<file path="config.mk">
export PLATFORM = sky130hd
export DESIGN_NAME = websocket_frame_deframer_core
export DESIGN_NICKNAME = d
export VERILOG_FILES = /design/src/wsfd_pkg.sv /design/src/wsfd_parser.sv /design/src/websocket_frame_deframer_core.sv
export SDC_FILE = /design/constraint.sdc
export NUM_CORES = 1
export LEC_CHECK = 0
export BUFFER_PORTS_ARGS = -buffer_cell sky130_fd_sc_hd__buf_4
export CORE_AREA = 3 3 199 201
export CTS_BUF_LIST = sky130_fd_sc_hd__clkbuf_4 sky130_fd_sc_hd__clkbuf_8
export CTS_CLUSTER_DIAMETER = 40
export DETAILED_ROUTE_END_ITERATION = 10
export DIE_AREA = 0 0 202 204
export SYNTH_ARGS = -nofsm -noshare
export SYNTH_HDL_FRONTEND = slang
export SYNTH_SLANG_ARGS = --single-unit
</file>
<file path="constraint.sdc">
create_clock -name clk -period 7.2 [get_ports clk]
set_clock_uncertainty 0.2 [all_clocks]
set_input_delay 2.16 -clock clk [delete_from_list [all_inputs] [get_ports clk]]
set_output_delay 2.16 -clock clk [all_outputs]
set_load 0.02 [all_outputs]
</file>
<file path="src/wsfd_pkg.sv">
package wsfd_pkg;

    // Parser phases
    typedef enum logic [1:0] {
        PH_HEADER  = 2'd0,
        PH_EXTLEN  = 2'd1,
        PH_KEY     = 2'd2,
        PH_PAYLOAD = 2'd3
    } phase_t;

    // Link state
    typedef enum logic [1:0] {
        LINK_OPEN   = 2'd0,
        LINK_CLOSED = 2'd2
    } link_t;

    // Event kinds on the result side
    localparam logic [1:0] KIND_TEXT   = 2'd0;
    localparam logic [1:0] KIND_BINARY = 2'd1;
    localparam logic [1:0] KIND_PING   = 2'd2;
    localparam logic [1:0] KIND_CLOSE  = 2'd3;

    // Frame opcodes
    localparam logic [3:0] OP_TEXT   = 4'h1;
    localparam logic [3:0] OP_BINARY = 4'h2;
    localparam logic [3:0] OP_CLOSE  = 4'h8;
    localparam logic [3:0] OP_PING   = 4'h9;

    // Length codes that announce an extended length
    localparam logic [6:0] LEN_EXT16 = 7'd126;

    // Synthesized close codes
    localparam logic [15:0] CODE_NONE        = 16'd0;
    localparam logic [15:0] CODE_EMPTY_CLOSE = 16'd1005;
    localparam logic [15:0] CODE_LINK_LOST   = 16'd1006;

    // Input function codes
    localparam logic FUNC_BYTE      = 1'b0;
    localparam logic FUNC_LINK_LOST = 1'b1;

    typedef struct packed {
        logic [1:0]  kind;
        logic [7:0]  pbyte;
        logic        byte_valid;
        logic        last;
        logic        fin;
        logic [15:0] code;
        logic        reply;
    } result_t;

    // Kind of a frame: bit 2 set if the frame is passed on, bits 1:0 the kind
    function automatic logic [2:0] kind_of(input logic [3:0] op);
        logic [2:0] k;
        case (op)
            OP_TEXT:   k = {1'b1, KIND_TEXT};
            OP_BINARY: k = {1'b1, KIND_BINARY};
            OP_PING:   k = {1'b1, KIND_PING};
            OP_CLOSE:  k = {1'b1, KIND_CLOSE};
            default:   k = 3'b000;
        endcase
        return k;
    endfunction

endpackage

</file>
<file path="src/wsfd_parser.sv">
module wsfd_parser
(
    input  logic                 clk,
    input  logic                 rst_n,
    input  logic                 step,
    input  logic                 func,
    input  logic [7:0]           data,
    output wsfd_pkg::result_t    res,
    output logic                 res_valid
);

    wsfd_pkg::phase_t phase_reg, phase_next;
    logic [3:0]       header_count_reg, header_count_next;
    logic [3:0]       frame_opcode_reg, frame_opcode_next;
    logic             fin_flag_reg, fin_flag_next;
    logic             masked_flag_reg, masked_flag_next;
    logic [6:0]       length_code_reg, length_code_next;
    logic [63:0]      remaining_len_reg, remaining_len_next;
    logic [31:0]      mask_word_reg, mask_word_next;
    logic [1:0]       mask_index_reg, mask_index_next;
    wsfd_pkg::link_t  link_state_reg, link_state_next;

    logic [2:0]  kind_info;
    logic [3:0]  count_inc;
    logic        hdr_end;
    logic [63:0] rem_dec;
    logic        pay_last;
    logic [7:0]  key_byte;

    assign kind_info = wsfd_pkg::kind_of(frame_opcode_reg);
    assign count_inc = header_count_reg + 4'd1;
    assign rem_dec   = remaining_len_reg - 64'd1;
    assign pay_last  = (rem_dec == 64'd0);

    always_comb
    begin
        case (mask_index_reg)
            2'd0:    key_byte = mask_word_reg[31:24];
            2'd1:    key_byte = mask_word_reg[23:16];
            2'd2:    key_byte = mask_word_reg[15:8];
            default: key_byte = mask_word_reg[7:0];
        endcase
    end

    always_comb
    begin
        phase_next         = phase_reg;
        header_count_next  = header_count_reg;
        frame_opcode_next  = frame_opcode_reg;
        fin_flag_next      = fin_flag_reg;
        masked_flag_next   = masked_flag_reg;
        length_code_next   = length_code_reg;
        remaining_len_next = remaining_len_reg;
        mask_word_next     = mask_word_reg;
        mask_index_next    = mask_index_reg;
        link_state_next    = link_state_reg;
        hdr_end            = 1'b0;
        res_valid          = 1'b0;
        res                = '0;

        if (func == wsfd_pkg::FUNC_LINK_LOST)
        begin
            phase_next        = wsfd_pkg::PH_HEADER;
            header_count_next = 4'd0;
            if (link_state_reg != wsfd_pkg::LINK_CLOSED)
            begin
                link_state_next = wsfd_pkg::LINK_CLOSED;
                res_valid       = 1'b1;
                res.kind        = wsfd_pkg::KIND_CLOSE;
                res.last        = 1'b1;
                res.fin         = 1'b1;
                res.code        = wsfd_pkg::CODE_LINK_LOST;
            end
        end
        else if (link_state_reg != wsfd_pkg::LINK_CLOSED)
        begin
            case (phase_reg)
                wsfd_pkg::PH_HEADER:
                begin
                    if (header_count_reg == 4'd0)
                    begin
                        fin_flag_next     = data[7];
                        frame_opcode_next = data[3:0];
                        header_count_next = 4'd1;
                    end
                    else
                    begin
                        masked_flag_next  = data[7];
                        length_code_next  = data[6:0];
                        mask_word_next    = 32'd0;
                        mask_index_next   = 2'd0;
                        header_count_next = 4'd0;
                        if (data[6:0] < wsfd_pkg::LEN_EXT16)
                        begin
                            remaining_len_next = {57'd0, data[6:0]};
                            if (data[7])
                                phase_next = wsfd_pkg::PH_KEY;
                            else
                                hdr_end = 1'b1;
                        end
                        else
                        begin
                            remaining_len_next = 64'd0;
                            phase_next         = wsfd_pkg::PH_EXTLEN;
                        end
                    end
                end
                wsfd_pkg::PH_EXTLEN:
                begin
                    remaining_len_next = {remaining_len_reg[55:0], data};
                    header_count_next  = count_inc;
                    if (count_inc >= ((length_code_reg == wsfd_pkg::LEN_EXT16) ? 4'd2 : 4'd8))
                    begin
                        header_count_next = 4'd0;
                        if (masked_flag_reg)
                            phase_next = wsfd_pkg::PH_KEY;
                        else
                            hdr_end = 1'b1;
                    end
                end
                wsfd_pkg::PH_KEY:
                begin
                    mask_word_next    = {mask_word_reg[23:0], data};
                    header_count_next = count_inc;
                    if (count_inc >= 4'd4)
                        hdr_end = 1'b1;
                end
                default:
                begin
                    mask_index_next    = mask_index_reg + 2'd1;
                    remaining_len_next = rem_dec;
                    if (pay_last)
                    begin
                        phase_next        = wsfd_pkg::PH_HEADER;
                        header_count_next = 4'd0;
                    end
                    if (kind_info[2])
                    begin
                        res_valid      = 1'b1;
                        res.kind       = kind_info[1:0];
                        res.pbyte      = data ^ key_byte;
                        res.byte_valid = 1'b1;
                        res.last       = pay_last;
                        res.fin        = fin_flag_reg;
                        if (kind_info[1:0] == wsfd_pkg::KIND_CLOSE && pay_last)
                        begin
                            res.reply       = 1'b1;
                            link_state_next = wsfd_pkg::LINK_CLOSED;
                        end
                    end
                end
            endcase

            // Header complete: enter payload, or report an empty frame
            if (hdr_end)
            begin
                mask_index_next   = 2'd0;
                header_count_next = 4'd0;
                if (remaining_len_next != 64'd0)
                begin
                    phase_next = wsfd_pkg::PH_PAYLOAD;
                end
                else
                begin
                    phase_next = wsfd_pkg::PH_HEADER;
                    if (kind_info[2])
                    begin
                        res_valid = 1'b1;
                        res.kind  = kind_info[1:0];
                        res.last  = 1'b1;
                        res.fin   = fin_flag_reg;
                        if (kind_info[1:0] == wsfd_pkg::KIND_CLOSE)
                        begin
                            res.code        = wsfd_pkg::CODE_EMPTY_CLOSE;
                            res.reply       = 1'b1;
                            link_state_next = wsfd_pkg::LINK_CLOSED;
                        end
                    end
                end
            end
        end
    end

    always_ff @(posedge clk or negedge rst_n)
    begin
        if (!rst_n)
        begin
            phase_reg         <= wsfd_pkg::PH_HEADER;
            header_count_reg  <= 4'd0;
            frame_opcode_reg  <= 4'd0;
            fin_flag_reg      <= 1'b0;
            masked_flag_reg   <= 1'b0;
            length_code_reg   <= 7'd0;
            remaining_len_reg <= 64'd0;
            mask_word_reg     <= 32'd0;
            mask_index_reg    <= 2'd0;
            link_state_reg    <= wsfd_pkg::LINK_OPEN;
        end
        else if (step)
        begin
            phase_reg         <= phase_next;
            header_count_reg  <= header_count_next;
            frame_opcode_reg  <= frame_opcode_next;
            fin_flag_reg      <= fin_flag_next;
            masked_flag_reg   <= masked_flag_next;
            length_code_reg   <= length_code_next;
            remaining_len_reg <= remaining_len_next;
            mask_word_reg     <= mask_word_next;
            mask_index_reg    <= mask_index_next;
            link_state_reg    <= link_state_next;
        end
    end

endmodule

</file>
<file path="src/websocket_frame_deframer_core.sv">
// Channel | Handshake            | Payload
// --------+----------------------+-----------------------------------------------
// in      | in_valid / in_stall  | func, data_in
// out     | out_valid / out_stall| event_kind, payload_byte, byte_valid,
//         |                      | last_of_frame, final_fragment,
//         |                      | synth_close_code, reply_close
//
// One request per cycle sustained while out is not stalled. An accepted request
// waits in the input register and its result lands in the result register as it
// advances; the widest path there is the 64-bit length decrement and zero compare.
// rst_n clears both valid flags and puts the parser in header phase, link open.
// A stall on out holds the result register; in stalls only while the input
// register is full and cannot advance into the parser.
module websocket_frame_deframer_core
(
    input  logic        clk,
    input  logic        rst_n,

    input  logic        in_valid,
    output logic        in_stall,
    input  logic        func,
    input  logic [7:0]  data_in,

    output logic        out_valid,
    input  logic        out_stall,
    output logic [1:0]  event_kind,
    output logic [7:0]  payload_byte,
    output logic        byte_valid,
    output logic        last_of_frame,
    output logic        final_fragment,
    output logic [15:0] synth_close_code,
    output logic        reply_close
);

    // Input register
    logic              in_valid_reg;
    logic              func_reg;
    logic [7:0]        data_reg;

    // Result register
    logic              out_valid_reg, out_valid_next;
    wsfd_pkg::result_t res_reg;

    wsfd_pkg::result_t step_res;
    logic              step_res_valid;
    logic              step;
    logic              out_free;
    logic              in_take;

    // The result register can take a new request when empty or being drained
    assign out_free = !out_valid_reg || !out_stall;
    // Advance the held request through the parser when its result has a place
    assign step     = in_valid_reg && out_free;
    assign in_stall = in_valid_reg && !out_free;
    assign in_take  = in_valid && !in_stall;

    wsfd_parser u_parser
    (
        .clk       (clk),
        .rst_n     (rst_n),
        .step      (step),
        .func      (func_reg),
        .data      (data_reg),
        .res       (step_res),
        .res_valid (step_res_valid)
    );

    always_ff @(posedge clk or negedge rst_n)
    begin
        if (!rst_n)
            in_valid_reg <= 1'b0;
        else if (in_take)
            in_valid_reg <= 1'b1;
        else if (step)
            in_valid_reg <= 1'b0;
    end

    always_ff @(posedge clk)
    begin
        if (in_take)
        begin
            func_reg <= func;
            data_reg <= data_in;
        end
    end

    // Load a new result, drop a delivered one, hold a stalled one
    always_comb
    begin
        if (step && step_res_valid)
            out_valid_next = 1'b1;
        else if (out_free)
            out_valid_next = 1'b0;
        else
            out_valid_next = out_valid_reg;
    end

    always_ff @(posedge clk or negedge rst_n)
    begin
        if (!rst_n)
            out_valid_reg <= 1'b0;
        else
            out_valid_reg <= out_valid_next;
    end

    always_ff @(posedge clk)
    begin
        if (step && step_res_valid)
            res_reg <= step_res;
    end

    assign out_valid        = out_valid_reg;
    assign event_kind       = res_reg.kind;
    assign payload_byte     = res_reg.pbyte;
    assign byte_valid       = res_reg.byte_valid;
    assign last_of_frame    = res_reg.last;
    assign final_fragment   = res_reg.fin;
    assign synth_close_code = res_reg.code;
    assign reply_close      = res_reg.reply;

    // A reply close only ends a close frame
    assert property (@(posedge clk) disable iff (!rst_n)
        out_valid && reply_close |->
            event_kind == wsfd_pkg::KIND_CLOSE && last_of_frame)
        else $error("reply close on a result that does not end a close frame");

    // A synthesized close code never rides with a payload byte
    assert property (@(posedge clk) disable iff (!rst_n)
        out_valid && synth_close_code != wsfd_pkg::CODE_NONE |->
            !byte_valid && last_of_frame && event_kind == wsfd_pkg::KIND_CLOSE)
        else $error("close code on a byte result");

    // The input side stalls only when a full input register meets a blocked output
    assert property (@(posedge clk) disable iff (!rst_n)
        in_stall |-> in_valid_reg && out_valid_reg && out_stall)
        else $error("input stalled without back pressure");

    // A stalled result is held unchanged
    assert property (@(posedge clk) disable iff (!rst_n)
        out_valid && out_stall |=> out_valid && $stable(res_reg))
        else $error("stalled result changed");

endmodule
</file>
==> results.sh <==
export IMPL_outcome="finished clean"
export IMPL_drv_slew=0
export IMPL_tightest_slew_ps=1325
export IMPL_synthTopCellsByCount="nand2_1, o21ai_0, dfrtp_1"
export IMPL_p_total_mw=3.169
export IMPL_worstPathArrival_ps=6190
export IMPL_power_density_nw_per_um2=257.3
export IMPL_ys_seq_area_share_pct=33.52
export IMPL_dr_pass1_iters=8
export IMPL_avgSynthCellArea_um2=8.093
export IMPL_die_area_um2=41210
export IMPL_clk_pin_slew_ps=100
export IMPL_drive_gt1_share_pct=12.64
export IMPL_p_leak_nw=4.522
export IMPL_grt_max_degree=71
export IMPL_grt_pass1_vias=10782
export IMPL_pwr_share_clk_pct=21.6
export IMPL_die_w_um=202
export IMPL_place_port_buffers=37
export IMPL_finalCoreUtilization_pct=32.63
export IMPL_endpoint_kind="register"
export IMPL_cp_max_fo=28
export IMPL_yosysUniqueCellTypes=91
export IMPL_multiInputGateArea_um2=6844
export IMPL_drc_errors=0
export IMPL_timing_fmax_ghz=0.1594
export IMPL_place_ws_ps=1155
export IMPL_synthCells=1404
export IMPL_rsz0062_at_grt="false"
export IMPL_synth_ff_type="dfrtp_1"
export IMPL_nNetsFinal=1375
export IMPL_cts_buffers_inserted=17
export IMPL_hp_class="reg2reg"
export IMPL_via_per_inst=6.204
export IMPL_wl_um=45680
export IMPL_grt_usage_pct=21.79
export IMPL_chipHeight_um=204
export IMPL_postCtsSetupRepairBufs=0
export IMPL_cts_tree="yes"
export IMPL_synth_area_leaders="dfrtp_1, nand2_1, edfxtp_1, o21ai_0, nor4_1"
export IMPL_async_reset_ff_share_pct=82.31
export IMPL_antenna_left=0
export IMPL_largest_reg_flops=64
export IMPL_dpl_hpwl_um=32520
export IMPL_antenna_found_initial=2
export IMPL_crit_type="reg2reg"
export IMPL_grt_overflow=0
export IMPL_cts_root_buf="clkbuf_8"
export IMPL_p_comb_share_pct=46.0
export IMPL_coreArea_um2=37760
export IMPL_hold_violations=0
export IMPL_period_minus_slack_ps=6272
export IMPL_post_drt_wl_per_cell_um=24.39
export IMPL_max_cap_violations=0
export IMPL_setup_ws_ps=928.2
export IMPL_cts_htree_levels=4
export IMPL_yosys_area_top_type="dfrtp_1"
export IMPL_setup_viol=0
export IMPL_yosysWarnings=0
export IMPL_wl_met1_um=19200
export IMPL_clk_latency_ps=510
export IMPL_drt_iter0_drc=1556
export IMPL_io_pins=45
export IMPL_dpl_cell_area_um2=11910
export IMPL_post_cts_resized=0
export IMPL_gp_congestion=1.007
export IMPL_vdd_drop_max_v=0.0001563
export IMPL_whs_ps=278.4
export IMPL_route_met2_wl_um=20490
export IMPL_regArea_um2=3809
export IMPL_num_vias=11621
export IMPL_initial_core_util_pct=30.09
export IMPL_met3_wirelength_um=4304
export IMPL_synth_most_common_cell="nand2_1"
export IMPL_p_switching_mw=1.525
export IMPL_startpoint_type="register"
export IMPL_fin_setup_tns_ps=0
export IMPL_power_internal_mw=1.644
export IMPL_syn_area_um2=11360
export IMPL_netlist_area_leader_share_pct=26.65
export IMPL_placed_cells=1840
export IMPL_worstPathRequired_ps=7120
export IMPL_slew_limit_headroom_pct=9.382
export IMPL_holdBufCountCts=0
export IMPL_switching_share_pct=48.13
export IMPL_cts_buffer_depth=2
export IMPL_finalCritPeriodShare_pct=87.11
export IMPL_rows=71
export IMPL_design_area_um2=12320
export IMPL_cts_sinks=147
export IMPL_synth_edff_count=26
export IMPL_highest_layer="met4"
export IMPL_grt_pass1_wl_um=69170
export IMPL_seq_power_share_pct=32.4
export IMPL_area_growth_syn_to_layout_pct=8.413
export IMPL_fin_cells=1873
export IMPL_fill_cells=3996
export IMPL_ys_ff_latch=147
-- placed cells by master (no fill, tap or decap), types with 8 or more instances in the layout --
| cell type | instances |
|---|---|
| nand2_1 | 208 |
| o21ai_0 | 133 |
| dfrtp_1 | 121 |
| nor2_1 | 73 |
| nor4_1 | 63 |
| a21oi_1 | 63 |
| buf_4 | 61 |
| nand3_1 | 48 |
| nor3_1 | 42 |
| nand4_1 | 36 |
| inv_1 | 32 |
| xnor2_1 | 27 |
| edfxtp_1 | 26 |
| or4_1 | 23 |
| or3_1 | 17 |
| clkbuf_8 | 17 |
| nand2b_1 | 14 |
| a31oi_1 | 14 |
| mux2_2 | 14 |
| a221oi_1 | 13 |
| or2_2 | 12 |
| and3_1 | 12 |
| o31ai_1 | 12 |
| o211ai_1 | 12 |
| ha_1 | 12 |
| xor2_1 | 11 |
| nor4_4 | 10 |
| a221o_1 | 10 |
| a222oi_1 | 10 |
| a211oi_1 | 9 |
| nand3b_1 | 8 |
| a32oi_1 | 8 |
-- path summary, 6_finish.rpt --
path / start / end / slack (ps) / cells past startpoint
worst max-delay path: u_parser.remaining_len_reg[15] / last_of_frame / 930 / 10
worst min-delay path: u_parser.link_state_reg[1] / u_parser.link_state_reg[1] / 280 / 1
worst max register to register: u_parser.remaining_len_reg[15] / last_of_frame / 930 / 10
worst min register to register: u_parser.link_state_reg[1] / u_parser.link_state_reg[1] / 280 / 1
max in group asynchronous: rst_n / u_parser.remaining_len_reg[60] / 4430 / 2
min in group asynchronous: rst_n / u_parser.remaining_len_reg[45] / 1490 / 1
-- worst max-delay path: stages (launching register included) --
cell and delay [ps]:
dfrtp_1 560, nor4_4 830, nand4_2 960, o31a_1 590, o31ai_1 580, and2_1 210, and4_1 370, nand3_1 160
nor3_1 350, a31oi_2 230, o22ai_2 810
-- cell families (layout without fill, tap and decap cells) --
family	count (synthesis)	after routing	synth area share (%)
buffers and inverters	177	128	6.717
flip-flops	147	147	33.52
AND/OR/NAND/NOR	628	628	30.81
AO/OA/AOI/OAI	378	378	22.44
adder cells (fa/ha/maj)	14	14	1.542
other	1	8	0.03300
multiplexers	21	21	2.004
XOR/XNOR	38	38	2.929
-- layer usage --
metal  vias up  track usage [%]
met5         -                0
met4         0            8.597
met3       112            4.348
met2       698            33.79
met1      5649            29.93
li1       5162                -
-- power by group through the flow --
stage               Sequential (mW)  Clock, mW  Combinational, mW
finish                         1.03      0.683               1.46
global route                   1.04      0.737               1.55
CTS                            1.02      0.699               1.41
detailed placement             1.04          0               1.40
global placement               1.03          0               1.42
floorplan                     0.955          0              0.990
-- cell type report --
class	instances	share of cell area (%)
diodes	1	0.02031
clock inverters	15	1.361
multi-input cells	1086	55.56
clock buffers	17	1.899
inverters	33	1.006
flip-flops and latches	147	30.92
repair buffers	63	4.043
well taps	511	5.190
Power figures use the tool's default switching activity.
